--- src/hw/rtl/mtsc_pkg.sv ---
`default_nettype none

package mtsc_pkg;

    localparam int FRAME_W    = 32;
    localparam int TIMEOUT_W  = 24;
    localparam int FPC_W      = 14;
    localparam int IDX_W      = 6;
    localparam int REQ_W      = 3;
    localparam int CFG_ADDR_W = 4;
    localparam int CFG_DATA_W = 24;
    localparam int S_TDATA_W  = 48;
    localparam int M_TDATA_W  = 40;

    localparam logic [TIMEOUT_W-1:0] TIMEOUT_RST = 24'd468;
    localparam logic [FPC_W-1:0]     FPC_RST     = 14'd1024;

    localparam logic [CFG_ADDR_W-1:0] CFG_SYNC_TIMEOUT = 4'd0;
    localparam logic [CFG_ADDR_W-1:0] CFG_NETWORK_SYNC = 4'd1;
    localparam logic [CFG_ADDR_W-1:0] CFG_FRAMES_PER   = 4'd2;
    localparam logic [CFG_ADDR_W-1:0] CFG_FIRST_CLIENT = 4'd3;

    typedef enum logic [1:0] {
        MODE_STOPPED     = 2'd0,
        MODE_STARTING    = 2'd1,
        MODE_ROLLING     = 2'd2,
        MODE_NETSTARTING = 2'd3
    } mode_t;

    typedef enum logic [1:0] {
        SLOT_STOPPED  = 2'd0,
        SLOT_STARTING = 2'd1,
        SLOT_ROLLING  = 2'd2
    } slot_state_t;

    typedef enum logic [REQ_W-1:0] {
        REQ_CYCLE_END    = 3'd0,
        REQ_COMMAND      = 3'd1,
        REQ_LOCATE       = 3'd2,
        REQ_CLIENT_UPD   = 3'd3,
        REQ_CLIENT_READY = 3'd4
    } req_t;

    // What a cycle end does to each present client slot at or above the first client index.
    typedef enum logic [1:0] {
        STAMP_NONE  = 2'd0,
        STAMP_START = 2'd1,
        STAMP_HALT  = 2'd2
    } stamp_t;

    typedef enum logic [2:0] {
        ST_IDLE   = 3'd0,
        ST_DECIDE = 3'd1,
        ST_SWEEP  = 3'd2,
        ST_FINISH = 3'd3,
        ST_READ   = 3'd4,
        ST_LOOK   = 3'd5,
        ST_RESULT = 3'd6
    } fsm_t;

    typedef struct packed {
        logic        present;
        logic        active;
        slot_state_t state;
    } slot_t;

    typedef struct packed {
        logic  en;
        slot_t data;
    } slot_wr_t;

endpackage

`default_nettype wire

--- src/hw/rtl/mtsc_slot_store.sv ---
`default_nettype none

module mtsc_slot_store #(
    parameter int CLIENTS = 64,
    parameter int AW      = 6
) (
    input  wire logic              aclk,
    input  wire logic              aresetn,
    input  wire mtsc_pkg::slot_wr_t wr,
    input  wire logic [AW-1:0]     wr_addr,
    input  wire logic [AW-1:0]     rd_addr,
    output mtsc_pkg::slot_t        rd_word
);

    mtsc_pkg::slot_t slot_mem [CLIENTS];
    logic [CLIENTS-1:0] valid_reg;
    mtsc_pkg::slot_t    rd_data_reg;
    logic               rd_vld_reg;

    always_ff @(posedge aclk) begin
        if (wr.en) begin
            slot_mem[wr_addr] <= wr.data;
        end
        rd_data_reg <= slot_mem[rd_addr];
    end

    // An entry that was never written since reset reads as an empty slot.
    always_ff @(posedge aclk) begin
        if (!aresetn) begin
            valid_reg  <= '0;
            rd_vld_reg <= 1'b0;
        end else begin
            if (wr.en) begin
                valid_reg[wr_addr] <= 1'b1;
            end
            rd_vld_reg <= valid_reg[rd_addr];
        end
    end

    assign rd_word = rd_vld_reg ? rd_data_reg : '0;

endmodule

`default_nettype wire

--- src/hw/rtl/media_transport_sync_controller_unit.sv ---
// Cycle end: decide, a sweep from first_client to CLIENTS-1 (none below
// first_client are visited), finish, read, look, result. Other requests: read,
// look, result. No request is taken until the result is registered. The cycle-end
// length is set by the sweep over the client store, one slot per cycle on its port.
// aresetn (synchronous) restores the register defaults, stops the transport and
// empties every client slot at once through per-slot valid bits.
`default_nettype none

module media_transport_sync_controller_unit #(
    parameter int CLIENTS = 64
) (
    input  wire logic                              aclk,
    input  wire logic                              aresetn,
    // s_tdata: command[0], new_frame[32:1], client_index[38:33],
    //          client_present[39], client_active[40], zero fill
    input  wire logic                              s_tvalid,
    output logic                                   s_tready,
    input  wire logic [mtsc_pkg::S_TDATA_W-1:0]    s_tdata,
    // s_tuser: req_type[2:0]
    input  wire logic [mtsc_pkg::REQ_W-1:0]        s_tuser,
    // m_tdata: transport_state[1:0], current_frame[33:2], locate_pending[34],
    //          client_state_out[36:35], zero fill
    output logic                                   m_tvalid,
    input  wire logic                              m_tready,
    output logic [mtsc_pkg::M_TDATA_W-1:0]         m_tdata,
    input  wire logic                              cfg_valid,
    output logic                                   cfg_ready,
    input  wire logic [mtsc_pkg::CFG_ADDR_W-1:0]   cfg_addr,
    input  wire logic [mtsc_pkg::CFG_DATA_W-1:0]   cfg_wdata
);

    localparam int AW  = (CLIENTS > 1) ? $clog2(CLIENTS) : 1;
    localparam int CW0 = $clog2(CLIENTS + 1);
    localparam int CW  = (CW0 > mtsc_pkg::IDX_W) ? CW0 : mtsc_pkg::IDX_W;

    // Configuration registers.
    logic [mtsc_pkg::TIMEOUT_W-1:0] timeout_reg, timeout_next;
    logic                           netsync_reg, netsync_next;
    logic [mtsc_pkg::FPC_W-1:0]     fpc_reg, fpc_next;
    logic [mtsc_pkg::IDX_W-1:0]     first_reg, first_next;

    // Transport state.
    mtsc_pkg::fsm_t                 state_reg, state_next;
    mtsc_pkg::mode_t                mode_reg, mode_next;
    logic                           latched_cmd_reg, latched_cmd_next;
    logic                           prev_cmd_reg, prev_cmd_next;
    logic [mtsc_pkg::TIMEOUT_W-1:0] sync_reg, sync_next;
    logic [mtsc_pkg::FRAME_W-1:0]   frame_now_reg, frame_now_next;
    logic [mtsc_pkg::FRAME_W-1:0]   frame_pend_reg, frame_pend_next;
    logic [mtsc_pkg::FRAME_W-1:0]   req_frame_reg, req_frame_next;
    logic                           arrived_reg, arrived_next;
    logic                           locate_reg, locate_next;

    // Sequencer working state.
    mtsc_pkg::stamp_t               stamp_reg, stamp_next;
    logic                           check_reg, check_next;
    logic                           all_roll_reg, all_roll_next;
    logic [CW-1:0]                  scnt_reg, scnt_next;
    logic                           pv_reg, pv_next;
    logic [AW-1:0]                  paddr_reg, paddr_next;
    logic                           m_tvalid_reg, m_tvalid_next;

    // Request payload and result registers.
    mtsc_pkg::req_t                 req_reg;
    logic [CW-1:0]                  idx_reg;
    logic                           present_in_reg;
    logic                           active_in_reg;
    mtsc_pkg::slot_state_t          cstate_reg, cstate_next;
    logic [mtsc_pkg::M_TDATA_W-1:0] m_tdata_reg, m_tdata_next;

    mtsc_pkg::slot_wr_t             wr;
    logic [AW-1:0]                  wr_addr;
    logic [AW-1:0]                  rd_addr;
    mtsc_pkg::slot_t                rd_word;
    mtsc_pkg::slot_t                new_word;
    mtsc_pkg::mode_t                mode_after;
    logic                           accept;
    logic                           issue;
    logic                           idx_ok;
    logic                           start_cmd;
    logic                           stop_cmd;

    mtsc_slot_store #(
        .CLIENTS (CLIENTS),
        .AW      (AW)
    ) u_store (
        .aclk    (aclk),
        .aresetn (aresetn),
        .wr      (wr),
        .wr_addr (wr_addr),
        .rd_addr (rd_addr),
        .rd_word (rd_word)
    );

    assign s_tready  = (state_reg == mtsc_pkg::ST_IDLE);
    assign accept    = s_tvalid && s_tready;
    assign cfg_ready = 1'b1;
    assign m_tvalid  = m_tvalid_reg;
    assign m_tdata   = m_tdata_reg;
    assign idx_ok    = (idx_reg < CW'(CLIENTS));
    assign start_cmd = (latched_cmd_reg != prev_cmd_reg) && latched_cmd_reg;
    assign stop_cmd  = (latched_cmd_reg != prev_cmd_reg) && !latched_cmd_reg;

    always_comb begin
        timeout_next     = timeout_reg;
        netsync_next     = netsync_reg;
        fpc_next         = fpc_reg;
        first_next       = first_reg;
        state_next       = state_reg;
        mode_next        = mode_reg;
        latched_cmd_next = latched_cmd_reg;
        prev_cmd_next    = prev_cmd_reg;
        sync_next        = sync_reg;
        frame_now_next   = frame_now_reg;
        frame_pend_next  = frame_pend_reg;
        req_frame_next   = req_frame_reg;
        arrived_next     = arrived_reg;
        locate_next      = locate_reg;
        stamp_next       = stamp_reg;
        check_next       = check_reg;
        all_roll_next    = all_roll_reg;
        scnt_next        = scnt_reg;
        pv_next          = pv_reg;
        paddr_next       = paddr_reg;
        cstate_next      = cstate_reg;
        m_tdata_next     = m_tdata_reg;
        m_tvalid_next    = m_tvalid_reg && !m_tready;
        wr               = '0;
        wr_addr          = idx_reg[AW-1:0];
        rd_addr          = idx_reg[AW-1:0];
        new_word         = rd_word;
        mode_after       = mode_reg;
        issue            = 1'b0;

        if (cfg_valid) begin
            unique case (cfg_addr)
                mtsc_pkg::CFG_SYNC_TIMEOUT: timeout_next = cfg_wdata[mtsc_pkg::TIMEOUT_W-1:0];
                mtsc_pkg::CFG_NETWORK_SYNC: netsync_next = cfg_wdata[0];
                mtsc_pkg::CFG_FRAMES_PER:   fpc_next     = cfg_wdata[mtsc_pkg::FPC_W-1:0];
                mtsc_pkg::CFG_FIRST_CLIENT: first_next   = cfg_wdata[mtsc_pkg::IDX_W-1:0];
                default: ;
            endcase
        end

        unique case (state_reg)
            mtsc_pkg::ST_IDLE: begin
                if (s_tvalid) begin
                    unique case (mtsc_pkg::req_t'(s_tuser))
                        mtsc_pkg::REQ_CYCLE_END: state_next = mtsc_pkg::ST_DECIDE;
                        mtsc_pkg::REQ_COMMAND: begin
                            latched_cmd_next = s_tdata[0];
                            state_next       = mtsc_pkg::ST_READ;
                        end
                        mtsc_pkg::REQ_LOCATE: begin
                            req_frame_next = s_tdata[32:1];
                            arrived_next   = 1'b1;
                            state_next     = mtsc_pkg::ST_READ;
                        end
                        default: state_next = mtsc_pkg::ST_READ;
                    endcase
                end
            end

            // Latch the frame, edge-detect the command and choose the transition.
            mtsc_pkg::ST_DECIDE: begin
                frame_now_next = frame_pend_reg;
                prev_cmd_next  = latched_cmd_reg;
                stamp_next     = mtsc_pkg::STAMP_NONE;
                check_next     = 1'b0;
                all_roll_next  = 1'b1;
                pv_next        = 1'b0;
                scnt_next      = CW'(first_reg);
                state_next     = mtsc_pkg::ST_SWEEP;
                unique case (mode_reg)
                    mtsc_pkg::MODE_STOPPED: begin
                        if (start_cmd) begin
                            mode_next  = mtsc_pkg::MODE_STARTING;
                            stamp_next = mtsc_pkg::STAMP_START;
                            sync_next  = timeout_reg;
                        end else if (locate_reg) begin
                            stamp_next = mtsc_pkg::STAMP_HALT;
                        end
                    end
                    mtsc_pkg::MODE_STARTING: begin
                        if (stop_cmd) begin
                            mode_next  = mtsc_pkg::MODE_STOPPED;
                            stamp_next = mtsc_pkg::STAMP_HALT;
                        end else if (locate_reg) begin
                            stamp_next = mtsc_pkg::STAMP_START;
                            sync_next  = timeout_reg;
                        end else begin
                            sync_next  = sync_reg - 24'd1;
                            check_next = 1'b1;
                        end
                    end
                    mtsc_pkg::MODE_ROLLING: begin
                        if (stop_cmd) begin
                            mode_next  = mtsc_pkg::MODE_STOPPED;
                            stamp_next = mtsc_pkg::STAMP_HALT;
                        end else if (locate_reg) begin
                            mode_next  = mtsc_pkg::MODE_STARTING;
                            stamp_next = mtsc_pkg::STAMP_START;
                            sync_next  = timeout_reg;
                        end
                    end
                    default: ;
                endcase
            end

            // One slot is read per cycle; the slot read in the previous cycle is
            // checked against rolling and stamped back into the store.
            mtsc_pkg::ST_SWEEP: begin
                issue      = (scnt_reg < CW'(CLIENTS));
                rd_addr    = scnt_reg[AW-1:0];
                wr_addr    = paddr_reg;
                pv_next    = issue;
                paddr_next = scnt_reg[AW-1:0];
                if (issue) begin
                    scnt_next = scnt_reg + CW'(1);
                end else begin
                    state_next = mtsc_pkg::ST_FINISH;
                end
                if (pv_reg && rd_word.present) begin
                    if (rd_word.state != mtsc_pkg::SLOT_ROLLING) begin
                        all_roll_next = 1'b0;
                    end
                    if (stamp_reg == mtsc_pkg::STAMP_START) begin
                        new_word.state = rd_word.active ? mtsc_pkg::SLOT_STARTING
                                                        : mtsc_pkg::SLOT_ROLLING;
                        wr.en          = 1'b1;
                    end else if (stamp_reg == mtsc_pkg::STAMP_HALT) begin
                        new_word.state = mtsc_pkg::SLOT_STOPPED;
                        wr.en          = 1'b1;
                    end
                end
                wr.data = new_word;
            end

            mtsc_pkg::ST_FINISH: begin
                if (check_reg && ((sync_reg == '0) || all_roll_reg)) begin
                    mode_after = netsync_reg ? mtsc_pkg::MODE_NETSTARTING
                                             : mtsc_pkg::MODE_ROLLING;
                end
                mode_next = mode_after;
                if (mode_after == mtsc_pkg::MODE_ROLLING) begin
                    frame_pend_next = frame_now_reg + mtsc_pkg::FRAME_W'(fpc_reg);
                end
                locate_next = arrived_reg;
                if (arrived_reg) begin
                    frame_pend_next = req_frame_reg;
                end
                arrived_next = 1'b0;
                state_next   = mtsc_pkg::ST_READ;
            end

            mtsc_pkg::ST_READ: begin
                state_next = mtsc_pkg::ST_LOOK;
            end

            // A client update or client ready updates the addressed slot here; the slot's new state is reported.
            mtsc_pkg::ST_LOOK: begin
                unique case (req_reg)
                    mtsc_pkg::REQ_CLIENT_UPD: begin
                        if (idx_ok) begin
                            new_word.present = present_in_reg;
                            new_word.active  = active_in_reg;
                            if (!present_in_reg) begin
                                new_word.state = mtsc_pkg::SLOT_STOPPED;
                            end
                            wr.en = 1'b1;
                        end
                    end
                    mtsc_pkg::REQ_CLIENT_READY: begin
                        if (idx_ok && rd_word.present
                                && (rd_word.state == mtsc_pkg::SLOT_STARTING)) begin
                            new_word.state = mtsc_pkg::SLOT_ROLLING;
                            wr.en          = 1'b1;
                        end
                    end
                    default: ;
                endcase
                wr.data     = new_word;
                cstate_next = idx_ok ? new_word.state : mtsc_pkg::SLOT_STOPPED;
                state_next  = mtsc_pkg::ST_RESULT;
            end

            mtsc_pkg::ST_RESULT: begin
                if (!m_tvalid_reg || m_tready) begin
                    m_tvalid_next = 1'b1;
                    m_tdata_next  = {3'b000, cstate_reg, locate_reg, frame_now_reg, mode_reg};
                    state_next    = mtsc_pkg::ST_IDLE;
                end
            end

            default: state_next = mtsc_pkg::ST_IDLE;
        endcase
    end

    always_ff @(posedge aclk) begin
        if (!aresetn) begin
            timeout_reg     <= mtsc_pkg::TIMEOUT_RST;
            netsync_reg     <= 1'b0;
            fpc_reg         <= mtsc_pkg::FPC_RST;
            first_reg       <= '0;
            state_reg       <= mtsc_pkg::ST_IDLE;
            mode_reg        <= mtsc_pkg::MODE_STOPPED;
            latched_cmd_reg <= 1'b0;
            prev_cmd_reg    <= 1'b0;
            sync_reg        <= '0;
            frame_now_reg   <= '0;
            frame_pend_reg  <= '0;
            req_frame_reg   <= '0;
            arrived_reg     <= 1'b0;
            locate_reg      <= 1'b0;
            stamp_reg       <= mtsc_pkg::STAMP_NONE;
            check_reg       <= 1'b0;
            all_roll_reg    <= 1'b0;
            scnt_reg        <= '0;
            pv_reg          <= 1'b0;
            m_tvalid_reg    <= 1'b0;
        end else begin
            timeout_reg     <= timeout_next;
            netsync_reg     <= netsync_next;
            fpc_reg         <= fpc_next;
            first_reg       <= first_next;
            state_reg       <= state_next;
            mode_reg        <= mode_next;
            latched_cmd_reg <= latched_cmd_next;
            prev_cmd_reg    <= prev_cmd_next;
            sync_reg        <= sync_next;
            frame_now_reg   <= frame_now_next;
            frame_pend_reg  <= frame_pend_next;
            req_frame_reg   <= req_frame_next;
            arrived_reg     <= arrived_next;
            locate_reg      <= locate_next;
            stamp_reg       <= stamp_next;
            check_reg       <= check_next;
            all_roll_reg    <= all_roll_next;
            scnt_reg        <= scnt_next;
            pv_reg          <= pv_next;
            m_tvalid_reg    <= m_tvalid_next;
        end
    end

    always_ff @(posedge aclk) begin
        if (accept) begin
            req_reg        <= mtsc_pkg::req_t'(s_tuser);
            idx_reg        <= CW'(s_tdata[38:33]);
            present_in_reg <= s_tdata[39];
            active_in_reg  <= s_tdata[40];
        end
        paddr_reg   <= paddr_next;
        cstate_reg  <= cstate_next;
        m_tdata_reg <= m_tdata_next;
    end

    // A result is only ever raised from the result state.
    a_result_src: assert property (@(posedge aclk) disable iff (!aresetn)
        $rose(m_tvalid_reg) |-> $past(state_reg == mtsc_pkg::ST_RESULT))
        else $error("result raised outside the result state");

    // When the first client lies inside the store, the sweep counter never runs past its end.
    a_sweep_bound: assert property (@(posedge aclk) disable iff (!aresetn)
        (state_reg == mtsc_pkg::ST_SWEEP) && (CW'(first_reg) < CW'(CLIENTS))
            |-> (scnt_reg <= CW'(CLIENTS)))
        else $error("sweep counter beyond the client store");

    // Net-starting is left only through reset.
    a_net_sticky: assert property (@(posedge aclk) disable iff (!aresetn)
        (mode_reg == mtsc_pkg::MODE_NETSTARTING) |=> (mode_reg == mtsc_pkg::MODE_NETSTARTING))
        else $error("transport left net-starting");

    // The client store is never written while the block waits for a request.
    a_idle_no_write: assert property (@(posedge aclk) disable iff (!aresetn)
        (state_reg == mtsc_pkg::ST_IDLE) |-> !wr.en)
        else $error("client store written while idle");

    // The locate flag changes only when a cycle end completes.
    a_locate_update: assert property (@(posedge aclk) disable iff (!aresetn)
        (locate_reg != $past(locate_reg)) |-> $past(state_reg == mtsc_pkg::ST_FINISH))
        else $error("locate flag changed outside a cycle end");

endmodule

`default_nettype wire
--- config.mk ---
export PLATFORM = sky130hd
export DESIGN_NAME = media_transport_sync_controller_unit
export DESIGN_NICKNAME = d
export VERILOG_FILES = /design/src/hw/rtl/mtsc_pkg.sv /design/src/hw/rtl/mtsc_slot_store.sv /design/src/hw/rtl/media_transport_sync_controller_unit.sv
export SDC_FILE = /design/constraint.sdc
export NUM_CORES = 1
export LEC_CHECK = 0
export BUFFER_PORTS_ARGS = -buffer_cell sky130_fd_sc_hd__buf_4
export CAP_MARGIN = 20
export CORE_MARGIN = 10
export CORE_UTILIZATION = 55
export DETAILED_ROUTE_END_ITERATION = 16
export PLACE_DENSITY = 0.77
export REMOVE_ABC_BUFFERS = 1
export SETUP_SLACK_MARGIN = 0.15
export SLEW_MARGIN = 20
export SYNTH_ARGS = -nofsm -noshare
export SYNTH_HDL_FRONTEND = slang
export SYNTH_SLANG_ARGS = --single-unit
--- constraint.sdc ---
create_clock -name aclk -period 13.8 [get_ports aclk]
set_clock_uncertainty 0.15 [all_clocks]
set_input_delay 2.76 -clock aclk [delete_from_list [all_inputs] [get_ports aclk]]
set_output_delay 2.76 -clock aclk [all_outputs]
set_load 0.005 [all_outputs]
==> flow_summary_export.csv <==
group,metric,value,unit
timing,tightest_slew,1.10,ns
timing,hold_violations,0,
clocking,root_buffer,"clkbuf_16",
drt,drc_errors,0,
drt,drtAntennaViolNets,0,
clocking,cts_max_level,2,
clocking,cts_tree,"yes",
setup_path,cp_max_fo,81,
place,hpwl,38500,um
grt,antenna_found_initial,2,
drt,route.met3.wl,5420,um
setup_path,timing.rr.end,"u_store.rd_data_reg[0]$_DFF_P_",
floorplanning,die_x,230,um
setup_path,worstSetupEndpointType,"flip-flop",
grt,overflow,0,
setup_path,cp.buffers_inverters,4,
drt,routed-via-count,18000,
drt,maxUsedRoutingLayer,"met5",
floorplanning,fp.dieArea,52700,um^2
clocking,cts_resized,0,
drt,drt_first_pass_iters,6,
setup_path,path_class,"input pin to flip-flop",
clocking,cts.sinks,568,
timing,finalCriticalPeriod,4.94,ns
finish,final_net_count,2408,
clocking,clk_latency,0.62,ns
power,power_density,134,nW/um^2
setup_path,cpLargestDelayFamily,"buffers and inverters",
drt,dr.first_iter.drc_count,2073,
logic_synthesis,yosysTopAreaCell,"edfxtp_1",
worst_hold_path,hp-class,"flip-flop to flip-flop",
clocking,cts_setup_buffers,0,
timing,period_share,0.358,
finish,drive_gt1_frac,0.115,
grt,grt_pass1_vias,17600,
setup_path,required,14.14,ns
worst_hold_path,hold_end,"m_tdata[35]$_DFFE_PP_",
place,placement.io_buffers,115,
clocking,path_clk_slew,0.06,ns
logic_synthesis,syn_area,24100,um^2
clocking,postCtsHoldBufs,0,
setup_path,rrSetupSlack,9.26,ns
floorplanning,die_h,230,um
grt,grt_usage,0.226,
place,gp_congestion,0.939,
timing,setup_viol,0,
clocking,cts_inserted_buffers,56,
timing,setup_tns,0,ns
timing,drv_slew,0,
drt,routed_wirelength,61700,um
floorplanning,core_area,43300,um^2
power,ir_drop,0.000117,V
setup_path,cpMostUsedCell,"buf_4",
power,power_leakage,0.00952,uW
setup_path,crit_chain,"buf_4, inv_4, buf_4, buf_4, nor2_1, a221o_1",
power,p_int,2820,uW
power,share_seq_of_total_power,0.492,
logic_synthesis,yosys_warnings,0,
grt,grt_pass1_wl,96400,um
timing,hold_slack,0.270,ns
setup_path,cp.arrival,5.27,ns
setup_path,cp-start-kind,"input pin",
finish,multiInputGateArea,8900,um^2
setup_path,ff2ff_path_depth,8,
worst_hold_path,min-delay-start,"cstate_reg[0]$_DFFE_PN_",
logic_synthesis,synth-edff-count,312,
floorplanning,ios,127,
floorplanning,initial_core_util,0.558,
worst_hold_path,worstHoldPathCells,0,
finish,area_delta_synth_final,13.2,%
flow_run,cap_violations,0,
clocking,clk_path_buf_depth,3,
grt,grt_max_degree,102,
setup_path,max_stage_delay,0.75,ns
drt,wl_met2,29500,um
drt,avgViaCountPerCell,6.14,
timing,relSlewSlack,0.270,
logic_synthesis,synth-main-ff-cell,"edfxtp_1",
logic_synthesis,synth.area.top_cells,"edfxtp_1 39%, dfxtp_1 21%, nand2_1 6.7%",
floorplanning,num_rows,76,
logic_synthesis,avgSynthCellArea,10.8,um^2
finish,fillers,3387,
run_status,status,"complete, no violations",
logic_synthesis,synthCells,2246,
power,combPwrFrac,0.073,
finish,largest_reg_flops,256,
timing,clock.fmax,203,MHz
logic_synthesis,synth.distinct_cells,82,
power,netSwitchingPower,835,uW
power,clockPowerShare,0.434,
logic_synthesis,ys_ff_latch,568,
logic_synthesis,ys_seq_area_frac,0.600,
finish,regArea,14500,um^2
power,p_sw_frac,0.228,
drt,met1_length,24800,um
logic_synthesis,ys_async_sr_fraction,0,
setup_path,r2r-start,"state_reg[2]$_SDFFE_PN0P_",
timing,rsz0062_at_grt,"no",
logic_synthesis,netlist.area_leader.share,0.388,
drt,wl_per_cell,21.0,um
setup_path,cpMaxStageDelayCell,"buf_4",
cells in the mapped netlist, types with 4 or more instances:
cell type,n
nor2_1,168
mux4_2,12
buf_6,6
o211ai_1,11
a311oi_1,30
nor3_1,22
and2_1,7
a22oi_1,6
dfxtp_1,256
buf_1,4
o21a_1,67
nand4_1,20
buf_2,35
edfxtp_1,312
a21o_1,11
a311o_1,19
and4_1,6
a211oi_1,92
a41oi_1,8
and3_1,36
xnor2_1,9
mux2i_1,52
mux4_1,4
o22ai_1,13
nand2_1,430
clkbuf_1,91
nor2b_1,10
nand3b_1,6
nand3_1,39
a31oi_1,19
nand2b_1,12
o21ai_0,65
mux2_2,4
a211o_1,16
or3_1,8
o31ai_1,10
inv_1,54
xor2_1,12
a21oi_1,159
a22o_1,14
ha_1,22
buf_4,10
power by group through the flow:
stage                     Sequential [uW]  Combinational, uW  Clock, uW
after floorplan                      1830                154          0
after global placement               1840                256          0
after detailed placement             1840                263          0
after CTS                            1800                265       1600
after global routing                 1800                287       1670
final                                1800                268       1590
how the worst max path moves through the flow:
stage / start / to / cells past startpoint
after global placement: aresetn / frame_pend_reg[25]$_SDFFE_PN0P_ / 6
after floorplan: state_reg[1]$_SDFFE_PN0P_ / u_store.rd_vld_reg$_SDFF_PN0_ / 7
final: aresetn / frame_pend_reg[25]$_SDFFE_PN0P_ / 6
after detailed placement: aresetn / frame_pend_reg[31]$_SDFFE_PN0P_ / 6
after global routing: aresetn / frame_pend_reg[31]$_SDFFE_PN0P_ / 6
after CTS: aresetn / frame_pend_reg[25]$_SDFFE_PN0P_ / 6
logic make-up after synthesis:
family,Yosys count,synth area share
buffers and inverters,201,0.0365
XOR/XNOR,21,0.00762
AO/OA/AOI/OAI,572,0.161
multiplexers,74,0.0405
flip-flops,568,0.600
AND/OR/NAND/NOR,785,0.142
other,2,0.000311
adder cells (fa/ha/maj),23,0.0122
final cells by class:
class | instances | share of cell area
clock buffers | 83 | 0.0595
repair buffers | 141 | 0.0394
clock inverters | 23 | 0.0111
well taps | 585 | 0.0268
inverters | 55 | 0.00764
flip-flops and latches | 568 | 0.530
multi-input cells | 1479 | 0.325
diodes | 3 | 0.000275
metrics by stage:
stage	cells	worst slack, ns	utilization	power (uW)	instance area [um^2]
final	2937	8.86	0.632	3660	27300
after global routing	2934	8.70	0.632	3760	27300
after CTS	2934	8.91	0.632	3670	27300
after detailed placement	2828	8.28	0.587	2100	25400
after global placement	2827	8.28	0.587	2090	25400
after floorplan	2102	7.68	-	1990	23500
cells in the final DEF, fill, tap and decap left out, types with 8 or more instances in the layout:
cell	Yosys	layout
nand2_1	430	430
edfxtp_1	312	312
dfxtp_1	256	256
nor2_1	168	168
a21oi_1	159	158
buf_4	10	140
a211oi_1	92	92
o21a_1	67	67
o21ai_0	65	62
clkbuf_16	0	59
inv_1	54	53
mux2i_1	52	50
nand3_1	39	39
and3_1	36	36
a311oi_1	30	30
ha_1	22	22
nor3_1	22	21
nand4_1	20	20
a311o_1	19	19
a31oi_1	19	19
clkbuf_1	91	18
a211o_1	16	16
a22o_1	14	14
o22ai_1	13	13
mux4_2	12	12
xor2_1	12	12
nand2b_1	12	11
o211ai_1	11	11
a21o_1	11	10
o31ai_1	10	10
xnor2_1	9	9
clkinv_2	0	9
a41oi_1	8	8
or3_1	8	8
metal layers:
metal	vias up	track usage
li1	8334	-
met1	8728	0.289
met2	839	0.374
met3	123	0.0455
met4	2	0.0879
met5	-	0
(Power assumes the default switching activity.)
